### src/hdl/sdff_pkg.sv
// ----------------------------------------------------------------------------
// sdff_pkg
// Shared constants and controller/datapath interface types for the signed
// decimal field formatter.
// ----------------------------------------------------------------------------
package sdff_pkg;

  localparam int MAX_FIELD  = 32;
  localparam int BIN_W      = 32;
  localparam int NUM_DIGITS = 10;
  localparam int BCD_W      = 4 * NUM_DIGITS;
  localparam int CNT_W      = $clog2(BIN_W);
  localparam int NDIG_W     = $clog2(NUM_DIGITS + 1);

  localparam int IN_TDATA_W  = 48;
  localparam int OUT_TDATA_W = 16;
  localparam int WIDTH_W     = 7;
  localparam int PREC_W      = 7;
  localparam int FLAGS_W     = 2;
  localparam int CHAR_W      = 8;
  localparam int TOTAL_W     = 6;

  localparam int FLAG_LEFT = 0;
  localparam int FLAG_ZPAD = 1;

  localparam logic [CHAR_W-1:0] CHAR_ZERO  = 8'h30;
  localparam logic [CHAR_W-1:0] CHAR_SPACE = 8'h20;
  localparam logic [CHAR_W-1:0] CHAR_MINUS = 8'h2D;
  localparam logic [CHAR_W-1:0] CHAR_NUL   = 8'h00;

  typedef struct packed {
    logic load;
    logic shift;
    logic size;
    logic emit;
  } sdff_cmd_t;

  typedef struct packed {
    logic conv_last;
    logic last;
  } sdff_sts_t;

endpackage

### src/hdl/sdff_ctrl.sv
// ----------------------------------------------------------------------------
// sdff_ctrl
// Sequencer: accept a transaction, run the conversion, size the text and
// hand characters out one per output transaction.
// ----------------------------------------------------------------------------
module sdff_ctrl
  import sdff_pkg::*;
(
  input  logic      clk_i,
  input  logic      rst_ni,
  input  logic      in_valid_i,
  output logic      in_ready_o,
  output logic      out_valid_o,
  input  logic      out_ready_i,
  input  sdff_sts_t sts_i,
  output sdff_cmd_t cmd_o
);

  typedef enum logic [2:0] {
    S_IDLE,
    S_CONV,
    S_SIZE,
    S_FIRST,
    S_SEND
  } state_e;

  state_e state_q, state_d;
  logic   tvalid_q, tvalid_d;

  always_comb begin
    state_d  = state_q;
    tvalid_d = tvalid_q;
    cmd_o    = '0;
    unique case (state_q)
      S_IDLE: begin
        if (in_valid_i) begin
          cmd_o.load = 1'b1;
          state_d    = S_CONV;
        end
      end
      S_CONV: begin
        cmd_o.shift = 1'b1;
        if (sts_i.conv_last) begin
          state_d = S_SIZE;
        end
      end
      S_SIZE: begin
        cmd_o.size = 1'b1;
        state_d    = S_FIRST;
      end
      S_FIRST: begin
        cmd_o.emit = 1'b1;
        tvalid_d   = 1'b1;
        state_d    = S_SEND;
      end
      S_SEND: begin
        if (out_ready_i) begin
          if (sts_i.last) begin
            tvalid_d = 1'b0;
            state_d  = S_IDLE;
          end else begin
            cmd_o.emit = 1'b1;
          end
        end
      end
      default: begin
        state_d  = S_IDLE;
        tvalid_d = 1'b0;
      end
    endcase
  end

  always_ff @(posedge clk_i or negedge rst_ni) begin
    if (!rst_ni) begin
      state_q  <= S_IDLE;
      tvalid_q <= 1'b0;
    end else begin
      state_q  <= state_d;
      tvalid_q <= tvalid_d;
    end
  end

  assign in_ready_o  = (state_q == S_IDLE);
  assign out_valid_o = tvalid_q;

endmodule

### src/hdl/sdff_dp.sv
// ----------------------------------------------------------------------------
// sdff_dp
// Datapath: operand capture, shift-and-add-3 binary to decimal conversion,
// segment boundaries of the text and the character output register.
// ----------------------------------------------------------------------------
module sdff_dp
  import sdff_pkg::*;
#(
  parameter int MaxField = MAX_FIELD
) (
  input  logic                  clk_i,
  input  logic [IN_TDATA_W-1:0] in_data_i,
  input  sdff_cmd_t             cmd_i,
  output sdff_sts_t             sts_o,
  output logic [CHAR_W-1:0]     out_char_o,
  output logic                  char_valid_o,
  output logic                  last_char_o,
  output logic [TOTAL_W-1:0]    total_length_o
);

  localparam int LenW = $clog2(MaxField + 2);
  localparam logic [WIDTH_W-1:0] MaxW = WIDTH_W'(MaxField);
  localparam logic [PREC_W-1:0]  MaxP = PREC_W'(MaxField);

  logic [BIN_W-1:0]   value;
  logic [WIDTH_W-1:0] wraw;
  logic [PREC_W-1:0]  praw;
  logic [FLAGS_W-1:0] flags;

  assign value = in_data_i[BIN_W-1:0];
  assign wraw  = in_data_i[BIN_W +: WIDTH_W];
  assign praw  = in_data_i[BIN_W+WIDTH_W +: PREC_W];
  assign flags = in_data_i[BIN_W+WIDTH_W+PREC_W +: FLAGS_W];

  logic [BIN_W-1:0]   mag;
  logic [WIDTH_W-1:0] wabs, wsat;
  logic [PREC_W-1:0]  psat;
  logic               left_in, hasp_in;

  always_comb begin
    mag     = value[BIN_W-1] ? (BIN_W'(0) - value) : value;
    left_in = flags[FLAG_LEFT] | wraw[WIDTH_W-1];
    wabs    = wraw[WIDTH_W-1] ? (WIDTH_W'(0) - wraw) : wraw;
    wsat    = (wabs > MaxW) ? MaxW : wabs;
    hasp_in = ~praw[PREC_W-1];
    psat    = (praw > MaxP) ? MaxP : praw;
  end

  logic [BIN_W-1:0] bin_q;
  logic [BCD_W-1:0] bcd_q, bcd_adj;
  logic [CNT_W-1:0] cnt_q;
  logic             neg_q, left_q, zero_q, hasp_q;
  logic [LenW-1:0]  width_q, prec_q;

  always_comb begin
    for (int k = 0; k < NUM_DIGITS; k++) begin
      bcd_adj[4*k +: 4] = (bcd_q[4*k +: 4] >= 4'd5) ? (bcd_q[4*k +: 4] + 4'd3)
                                                    : bcd_q[4*k +: 4];
    end
  end

  logic [NDIG_W-1:0] ndig;
  logic [LenW-1:0]   ndig_l, body, len, pad, b_lead, b_sign, b_zero, b_dig, total;

  always_comb begin
    ndig = NDIG_W'(1);
    for (int k = 1; k < NUM_DIGITS; k++) begin
      if (bcd_q[4*k +: 4] != 4'd0) begin
        ndig = NDIG_W'(k + 1);
      end
    end
    if (hasp_q && (prec_q == '0) && (bcd_q == '0)) begin
      ndig = '0;
    end
    ndig_l = LenW'(ndig);
    body   = (hasp_q && (prec_q > ndig_l)) ? prec_q : ndig_l;
    len    = body + LenW'(neg_q);
    pad    = (width_q > len) ? (width_q - len) : '0;
    total  = len + pad;
    b_lead = (!zero_q && !left_q) ? pad : '0;
    b_sign = b_lead + LenW'(neg_q);
    b_zero = b_sign + (zero_q ? pad : '0) + (body - ndig_l);
    b_dig  = b_zero + ndig_l;
  end

  logic [LenW-1:0] lead_q, sign_q, zeros_q, digs_q, total_q, idx_q;

  always_ff @(posedge clk_i) begin
    if (cmd_i.load) begin
      bin_q   <= mag;
      bcd_q   <= '0;
      cnt_q   <= '0;
      neg_q   <= value[BIN_W-1];
      left_q  <= left_in;
      hasp_q  <= hasp_in;
      zero_q  <= flags[FLAG_ZPAD] & ~left_in & ~hasp_in;
      width_q <= LenW'(wsat);
      prec_q  <= hasp_in ? LenW'(psat) : '0;
    end else if (cmd_i.shift) begin
      bcd_q <= {bcd_adj[BCD_W-2:0], bin_q[BIN_W-1]};
      bin_q <= {bin_q[BIN_W-2:0], 1'b0};
      cnt_q <= cnt_q + CNT_W'(1);
    end
  end

  logic [LenW-1:0]   di_l;
  logic [3:0]        di;
  logic [3:0]        dsel;
  logic [CHAR_W-1:0] ch;
  logic [LenW:0]     idx_inc;

  always_comb begin
    di_l = digs_q - idx_q - LenW'(1);
    di   = di_l[3:0];
    dsel = 4'd0;
    for (int k = 0; k < NUM_DIGITS; k++) begin
      if (di == 4'(k)) begin
        dsel = bcd_q[4*k +: 4];
      end
    end
    if (idx_q < lead_q) begin
      ch = CHAR_SPACE;
    end else if (idx_q < sign_q) begin
      ch = CHAR_MINUS;
    end else if (idx_q < zeros_q) begin
      ch = CHAR_ZERO;
    end else if (idx_q < digs_q) begin
      ch = CHAR_ZERO + CHAR_W'(dsel);
    end else begin
      ch = CHAR_SPACE;
    end
    if (total_q == '0) begin
      ch = CHAR_NUL;
    end
    idx_inc = {1'b0, idx_q} + (LenW+1)'(1);
  end

  logic [CHAR_W-1:0] char_q;
  logic              cvalid_q, last_q;

  always_ff @(posedge clk_i) begin
    if (cmd_i.size) begin
      lead_q  <= b_lead;
      sign_q  <= b_sign;
      zeros_q <= b_zero;
      digs_q  <= b_dig;
      total_q <= total;
      idx_q   <= '0;
    end else if (cmd_i.emit) begin
      char_q   <= ch;
      cvalid_q <= (total_q != '0);
      last_q   <= (total_q == '0) || (idx_inc == {1'b0, total_q});
      idx_q    <= idx_inc[LenW-1:0];
    end
  end

  assign sts_o.conv_last = (cnt_q == CNT_W'(BIN_W - 1));
  assign sts_o.last      = last_q;
  assign out_char_o      = char_q;
  assign char_valid_o    = cvalid_q;
  assign last_char_o     = last_q;
  assign total_length_o  = TOTAL_W'(total_q);

endmodule

### src/hdl/signed_decimal_field_formatter.sv
// ----------------------------------------------------------------------------
// Sequence: an accepted input runs the 32-step shift-and-add-3 conversion,
// sizes the text and emits up to MaxField + 1 characters, one per cycle while
// m_axis_tready is high; s_axis_tready stays low until the last is accepted.
// Reset: asynchronous, active low; returns the sequencer to idle, no output.
// ----------------------------------------------------------------------------
// signed_decimal_field_formatter
// Formats a signed 32-bit integer as printf %d text with width, precision,
// left-justify and zero-pad, one ASCII character per output transaction.
// ----------------------------------------------------------------------------
module signed_decimal_field_formatter
  import sdff_pkg::*;
#(
  parameter int MaxField = MAX_FIELD
) (
  input  logic                   clk_i,
  input  logic                   rst_ni,
  input  logic                   s_axis_tvalid,
  output logic                   s_axis_tready,
  // value[31:0], field_width[38:32], precision[45:39], flags[47:46]
  input  logic [IN_TDATA_W-1:0]  s_axis_tdata,
  output logic                   m_axis_tvalid,
  input  logic                   m_axis_tready,
  // out_char[7:0], total_length[13:8], zero[15:14]
  output logic [OUT_TDATA_W-1:0] m_axis_tdata,
  // char_valid[0]
  output logic                   m_axis_tuser,
  output logic                   m_axis_tlast
);

  sdff_cmd_t         cmd;
  sdff_sts_t         sts;
  logic [CHAR_W-1:0] out_char;
  logic [TOTAL_W-1:0] total_length;

  sdff_ctrl u_ctrl (
    .clk_i       (clk_i),
    .rst_ni      (rst_ni),
    .in_valid_i  (s_axis_tvalid),
    .in_ready_o  (s_axis_tready),
    .out_valid_o (m_axis_tvalid),
    .out_ready_i (m_axis_tready),
    .sts_i       (sts),
    .cmd_o       (cmd)
  );

  sdff_dp #(
    .MaxField (MaxField)
  ) u_dp (
    .clk_i          (clk_i),
    .in_data_i      (s_axis_tdata),
    .cmd_i          (cmd),
    .sts_o          (sts),
    .out_char_o     (out_char),
    .char_valid_o   (m_axis_tuser),
    .last_char_o    (m_axis_tlast),
    .total_length_o (total_length)
  );

  assign m_axis_tdata = {(OUT_TDATA_W - CHAR_W - TOTAL_W)'(0), total_length, out_char};

endmodule
### config.mk
export PLATFORM = sky130hd
export DESIGN_NAME = signed_decimal_field_formatter
export DESIGN_NICKNAME = d
export VERILOG_FILES = /design/src/hdl/sdff_pkg.sv /design/src/hdl/sdff_ctrl.sv /design/src/hdl/sdff_dp.sv /design/src/hdl/signed_decimal_field_formatter.sv
export SDC_FILE = /design/constraint.sdc
export NUM_CORES = 1
export LEC_CHECK = 0
export BUFFER_PORTS_ARGS = -buffer_cell sky130_fd_sc_hd__buf_4
export CAP_MARGIN = 20
export CORE_MARGIN = 2
export CORE_UTILIZATION = 51
export CTS_CLUSTER_SIZE = 12
export DETAILED_ROUTE_END_ITERATION = 16
export GPL_ROUTABILITY_DRIVEN = 0
export PLACE_DENSITY = 0.74
export SYNTH_ARGS = -nofsm -noshare
export SYNTH_HDL_FRONTEND = slang
export SYNTH_SLANG_ARGS = --single-unit
### constraint.sdc
create_clock -name clk_i -period 19.5 [get_ports clk_i]
set_input_delay 1.95 -clock clk_i [delete_from_list [all_inputs] [get_ports clk_i]]
set_output_delay 1.95 -clock clk_i [all_outputs]
set_load 0.02 [all_outputs]
After elaboration in Yosys (flattened, before gate mapping)
Index checks and enable logic that the tools add are counted.
Word-level totals
  flip-flop bits (word level): 142
  input port bits: 52
  output and inout port bits: 20
  logic and storage cells: 183
Operators by class
  add/sub/neg operators: 25
  magnitude comparators: 18
  equality and inequality tests: 19
  mux-type cells: 58
  bitwise gates (word level): 8
  reduce and logical (&&, ||, !) cells: 31
Operators by type and width (number)
  2-to-1 mux 32 bit: 3
  2-to-1 mux 4 bit: 23
  2-to-1 mux 6 bit: 9
  >= comparator 4 x 3 -> 1 bit, second input constant: 10
  zero test 40 bit: 1
  adder 4 x 2 -> 4 bit, second input constant: 9
  nonzero test 4 bit: 9
  subtractor 1 x 32 -> 32 bit, first input constant: 1
  2-to-1 mux 3 bit: 9
  less-than comparator 6 bit: 4
  adder 6 bit: 3
  == test 4 x 3 -> 1 bit, second input constant: 4
  one-hot mux 3 bit (5 select lines): 1
  > comparator 7 x 6 -> 1 bit, second input constant: 2
  adder 6 x 1 -> 6 bit: 2
  zero test 6 bit: 2
  == test 4 x 2 -> 1 bit, second input constant: 2
  == test 4 bit, second input constant: 2
  2-to-1 mux 1 bit: 8
  adder 6 x 1 -> 7 bit, second input constant: 1
  adder 6 x 4 -> 7 bit, first input constant: 1
  == test 7 x 6 -> 1 bit: 1
  2-to-1 mux 7 bit: 1
  subtractor 1 x 7 -> 7 bit, first input constant: 1
  35 further kinds: 50

Depth between registers and ports, before layout
  word-level depth: 22
  mapped depth: 39
  depth with buffers taken out: 39

Modules after synthesis
Synthesis repeated with hierarchy kept, for this count alone.
Second synthesis, totals
  cell total of the unflattened synthesis: 1023
  area, all modules: 9571.7 um^2
Modules (own cells, without submodules)
  sdff_dp: times used 1, cells an instance 996, area each 9322.7 um^2
  sdff_ctrl: times used 1, cells an instance 24, area each 230.2 um^2
  signed_decimal_field_formatter: times used 1, cells an instance 3, area each 18.8 um^2

Least setup slack after synthesis
Ideal clock, no wire load.
  path kind: reg-to-reg
  start point: register u_dp.bcd_q[12]
  end point: register u_dp.digs_q[5] (data pin)
  setup time: 0.259 ns
  data arrival time: 8.100 ns
  data required time: 19.241 ns
  path slack: 11.141 ns
  stages on the path, launching flop included: 36
  buffers on the path: 0
  cells stage by stage: dfxtp_1 inv_1 ha_1 or3b_2 nor2_1 a21oi_1 o21ai_0 inv_1 ha_1 nor2b_1 o21a_1 o21a_1 o21ai_0 a21boi_1 mux2_2 ha_1 and3_1 xnor2_1 mux2i_1 inv_1 ha_1 and3_4 o21ai_0 a211o_1 nor3_1 ha_1 ha_1 fa_1 fa_1 ha_1 fa_1 ha_1 a21oi_1 nor2b_1 o21ai_0 xnor2_1
Between the ends
  cells in the longest elaborated chain, start to end: 20
RTL lines
  start, declared: line sdff_dp.sv:50  | logic [BCD_W-1:0] bcd_q, bcd_adj;
  start signal, assigned: line sdff_dp.sv:100  | bcd_q <= {bcd_adj[BCD_W-2:0], bin_q[BIN_W-1]};
  nonzero test 4 bit: line sdff_dp.sv:68  | if (bcd_q[4*k +: 4] != 4'd0) begin
  2-to-1 mux 3 bit (4 in series): line sdff_dp.sv:68
  2-to-1 mux 4 bit (3 in series): line sdff_dp.sv:68
  2-to-1 mux 4 bit *: line sdff_dp.sv:72  | if (hasp_q && (prec_q == '0) && (bcd_q == '0)) begin
  > comparator 6 x 4 -> 1 bit: line sdff_dp.sv:76  | body = (hasp_q && (prec_q > ndig_l)) ? prec_q : ndig_l;
  logical AND 1 bit: line sdff_dp.sv:76
  2-to-1 mux 6 bit *: line sdff_dp.sv:76
  adder 6 x 1 -> 6 bit *: line sdff_dp.sv:77  | len = body + LenW'(neg_q);
  [2 not listed]
  2-to-1 mux 6 bit *: line sdff_dp.sv:80  | b_lead = (!zero_q && !left_q) ? pad : '0;
  named net u_dp.b_lead[0]: line sdff_dp.sv:63  | logic [LenW-1:0] ndig_l, body, len, pad, b_lead, b_sign, b_zero, b_dig, total;
  adder 6 x 1 -> 6 bit *: line sdff_dp.sv:81  | b_sign = b_lead + LenW'(neg_q);
  named net u_dp.b_sign[1]: line sdff_dp.sv:63
  adder 6 bit * (2 in series): line sdff_dp.sv:82  | b_zero = b_sign + (zero_q ? pad : '0) + (body - ndig_l);
  named net u_dp.b_zero[2]: line sdff_dp.sv:63
  adder 6 x 4 -> 6 bit *: line sdff_dp.sv:83  | b_dig = b_zero + ndig_l;
  named net u_dp.b_dig[5]: line sdff_dp.sv:63
  end signal, assigned: line sdff_dp.sv:146  | digs_q <= b_dig;
  end, declared: line sdff_dp.sv:86  | logic [LenW-1:0] lead_q, sign_q, zeros_q, digs_q, total_q, idx_q;
The timed path passes the listed nets; every way through them passes the cells marked *.
A chain may end at the register's enable or synchronous reset.

Worst setup path in the final report
Same ends and word-level chain as after synthesis.

==> impl_results.md <==
* Via Count at about 7300
* Max cap viols at 0
* Post-synth cell types at 70
* Final setup fails at 0
* Leakage at around 4.5 nW
* Slowest stage cell on the critical path: a21boi_1
* CP startpoint kind: flop
* Crit path from: u_dp.bcd_q[12]$_SDFFE_PP0P_
* CTS tree: done
* Rows at 50
* Final routed DRC violation total at 0
* Post-Synth Simple-Gate Area at around 17%
* Starting density of the core at between 50% and 60%
* Top-area cell type share of the netlist area at ~27%
* P&R area growth vs syn at 13.2%
* Post-CTS Setup Repair Bufs at 0
* Cts repair resizes at 0
* Complex-gate fraction of the synthesized area at ~14%
* Pin slew with the least headroom to its limit at approximately 0.9 ns
* Worst Path Max Fanout at 7
* Cell accounting for the most synthesized area: edfxtp_1
* Worst skew pair latency at between 0.4 and 0.5 ns
* Chip Height at 141 um
* CTS max path bufs at 2
* Number of global-route vias before repair at between 6000 and 7000
* Seq pwr share at between 30% and 40%
* Most frequent cells in the layout: nand2_1, o21ai_0, edfxtp_1
* Int Pwr at 0.00108 W
* Hold Crit Class: reg2reg
* Fin. Hold Viols at 0
* Final Cycle Share at between 40 and 50%
* Nets at between 1000 and 1500
* Combinational share of power at 52.6%
* Fmax achieved at ~110 MHz
* Synth Warn # at 0
* Power Dens Cells at approximately 170 nW/um^2
* Final min period at a little over 9 ns
* Max stage delay on crit path at 0.54 ns
* Post-DP HPWL at ~14 mm
* Number of H-tree levels at 4
* Number of flops mapped to enable cells by yosys at between 80 and 90
* Placed Area at 10300 um^2
* I/O Buffers at 67
* Total GRT Usage at approximately a fifth
* CP Class: reg2reg
* Top_reg_cell synth: edfxtp_1
* Xor/xnor share of the synthesized area at under 10%
* Vias per inst at 5.51
* Total CTS buffers at 17
* # IOs at 72
* Drt pass-1 iters at 7
* Max-slew violation count at 0
* Initial DRC Count at 423
* Largest family of logic cells by synthesized area: simple AND/OR/NAND/NOR gates
* Routed Antenna Nets at 0
* Routed wire length at between 15 and 20 mm
* Clock Skew at about 0.023 ns
* Worst-path clk slew at about 0.060 ns
* Clock Power Share at about 17%
* Wire per inst at 14.8 um
* Placeable Area at around 19000 um^2
* Synth Area in Adders at 13.6%
* First-pass GRT wire length at around 33 mm
* Critical path arrival at around 9.5 ns
* Fraction of layout cells with a size suffix above 1 at 12.4%
* Design area at ~11000 um^2
* TNS Setup at 0 ns
* Initial antenna violation count at 0
* Seq/Total Area, Yosys at around two fifths
* Synthesized area at approximately 9600 um^2
* Synth top area cells: edfxtp_1, ha_1, dfxtp_1
* Critical path's top delay family: adder cells
* Net switching power figure at between 0.0007 and 0.0008 W
* Crit path buf inv count at 3
* Clk sinks at ~140
* Seq cells post-synth at around 140
* RSZ-0062 raised after global routing: no
* CP most frequent cell: ha_1
* Post-Syn Instances at about 1000
* Critical Path Sink Type: flop
* Max transition margin at around 40%
* Die width at about 140 um
* HP Start: u_dp.bin_q[31]$_DFFE_PP_
* Mux cell area share after synthesis at between 3 and 4%
* Run status: complete, no violations
* VDD IR-drop max at ~90 uV
* DIE AREA at between 15000 and 20000 um^2
* Syn avg cell area at about 9.4 um^2
* Clk root buf: clkbuf_16
* Switch share at roughly two fifths
* GRT overflow at 0
* Commonest non-fill, non-tap cell in the layout: nand2_1
* Largest net degree at the start of global routing at 84
* Number of diodes at 0
* Worst r2r src: u_dp.bcd_q[12]$_SDFFE_PP0P_
* Ys async rst share at roughly 2.8%
* Crit path required time at ~20 ns
* Hold Buf Count CTS at 0
[cell type report]
class	count	area [um^2]
clock inverters	13	116
multi-input cells	765	5410
inverters	82	308
repair buffers	73	548
flip-flops and latches	141	3700
clock buffers	19	433
well taps	234	293
fillers	1620	7700
[final timing paths]
path | cells after the start | slack [ns] | end
worst max-delay path | 35 | 10.20 | u_dp.digs_q[5]$_DFFE_PP_
worst min-delay path | 2 | 0.46 | u_dp.bcd_q[0]$_SDFFE_PP0P_
worst max register to register | 35 | 10.20 | u_dp.digs_q[5]$_DFFE_PP_
worst min register to register | 2 | 0.46 | u_dp.bcd_q[0]$_SDFFE_PP0P_
min in group asynchronous | 1 | 1.32 | u_ctrl.state_q[0]$_DFFE_PN0P_
max in group asynchronous | 1 | 18.08 | u_ctrl.state_q[1]$_DFFE_PN0P_
[routing by layer]
metal	global-route usage, %	wire length [um]
met1	28.5	9320
met5	0	0
met2	33.2	9250
met4	5.89	261
met3	4.04	843
[worst min-delay path, cell delays in order (launching register included)]
cell and delay [ns]:
edfxtp_1 0.32, nand2_1 0.05, o31ai_1 0.06
[power by group through the flow]
stage,combinational (W),clock (W),sequential [W]
final,0.000966,0.000305,0.000565
after global routing,0.00111,0.000323,0.000579
after CTS,0.000970,0.000309,0.000564
after detailed placement,0.000963,0,0.000569
after global placement,0.000929,0,0.000566
after floorplan,0.000766,0,0.000541
[Yosys cell counts (all sizes together) (13+ instances only)]
cell,count
xnor2,40
nand2b,21
nor2,69
o21ai,93
xor2,50
fa,13
edfxtp,86
a21oi,71
dfxtp,51
clkbuf,25
nand3,42
ha,83
inv,82
o31ai,13
nand2,106
[flip-flops by register name, summed over array words and instances (netlist names), 3 cells and up]
register             count
u_ctrl.state_q           3
u_dp.bcd_q              40
u_dp.bin_q              32
u_dp.cnt_q               5
u_dp.digs_q              6
u_dp.idx_q               6
u_dp.lead_q              6
u_dp.out_char_o          6
u_dp.prec_q              6
u_dp.sign_q              6
u_dp.total_length_o      6
u_dp.width_q             6
u_dp.zeros_q             6
[stage by stage]
stage,hold slack (ns),total power [W],utilization [%],cells,setup slack [ns]
2_1_floorplan,0.418,0.00131,-,1023,11.14
3_3_place_gp,0.422,0.00150,55.4,1295,10.60
3_5_place_dp,0.445,0.00153,55.4,1295,10.34
4_1_cts,0.466,0.00184,58.4,1327,10.26
5_1_grt,0.499,0.00201,58.4,1327,9.36
6_report,0.463,0.00184,58.4,1327,10.20
[cells by family (layout without fill, tap and decap cells)]
logic type	count (synthesis)	in the layout
AO/OA/AOI/OAI	229	229
XOR/XNOR	90	90
adder cells (fa/ha/maj)	96	96
buffers and inverters	117	187
flip-flops	141	141
multiplexers	25	25
other	1	4
AND/OR/NAND/NOR	321	321
Power figures use the tool's default switching activity.
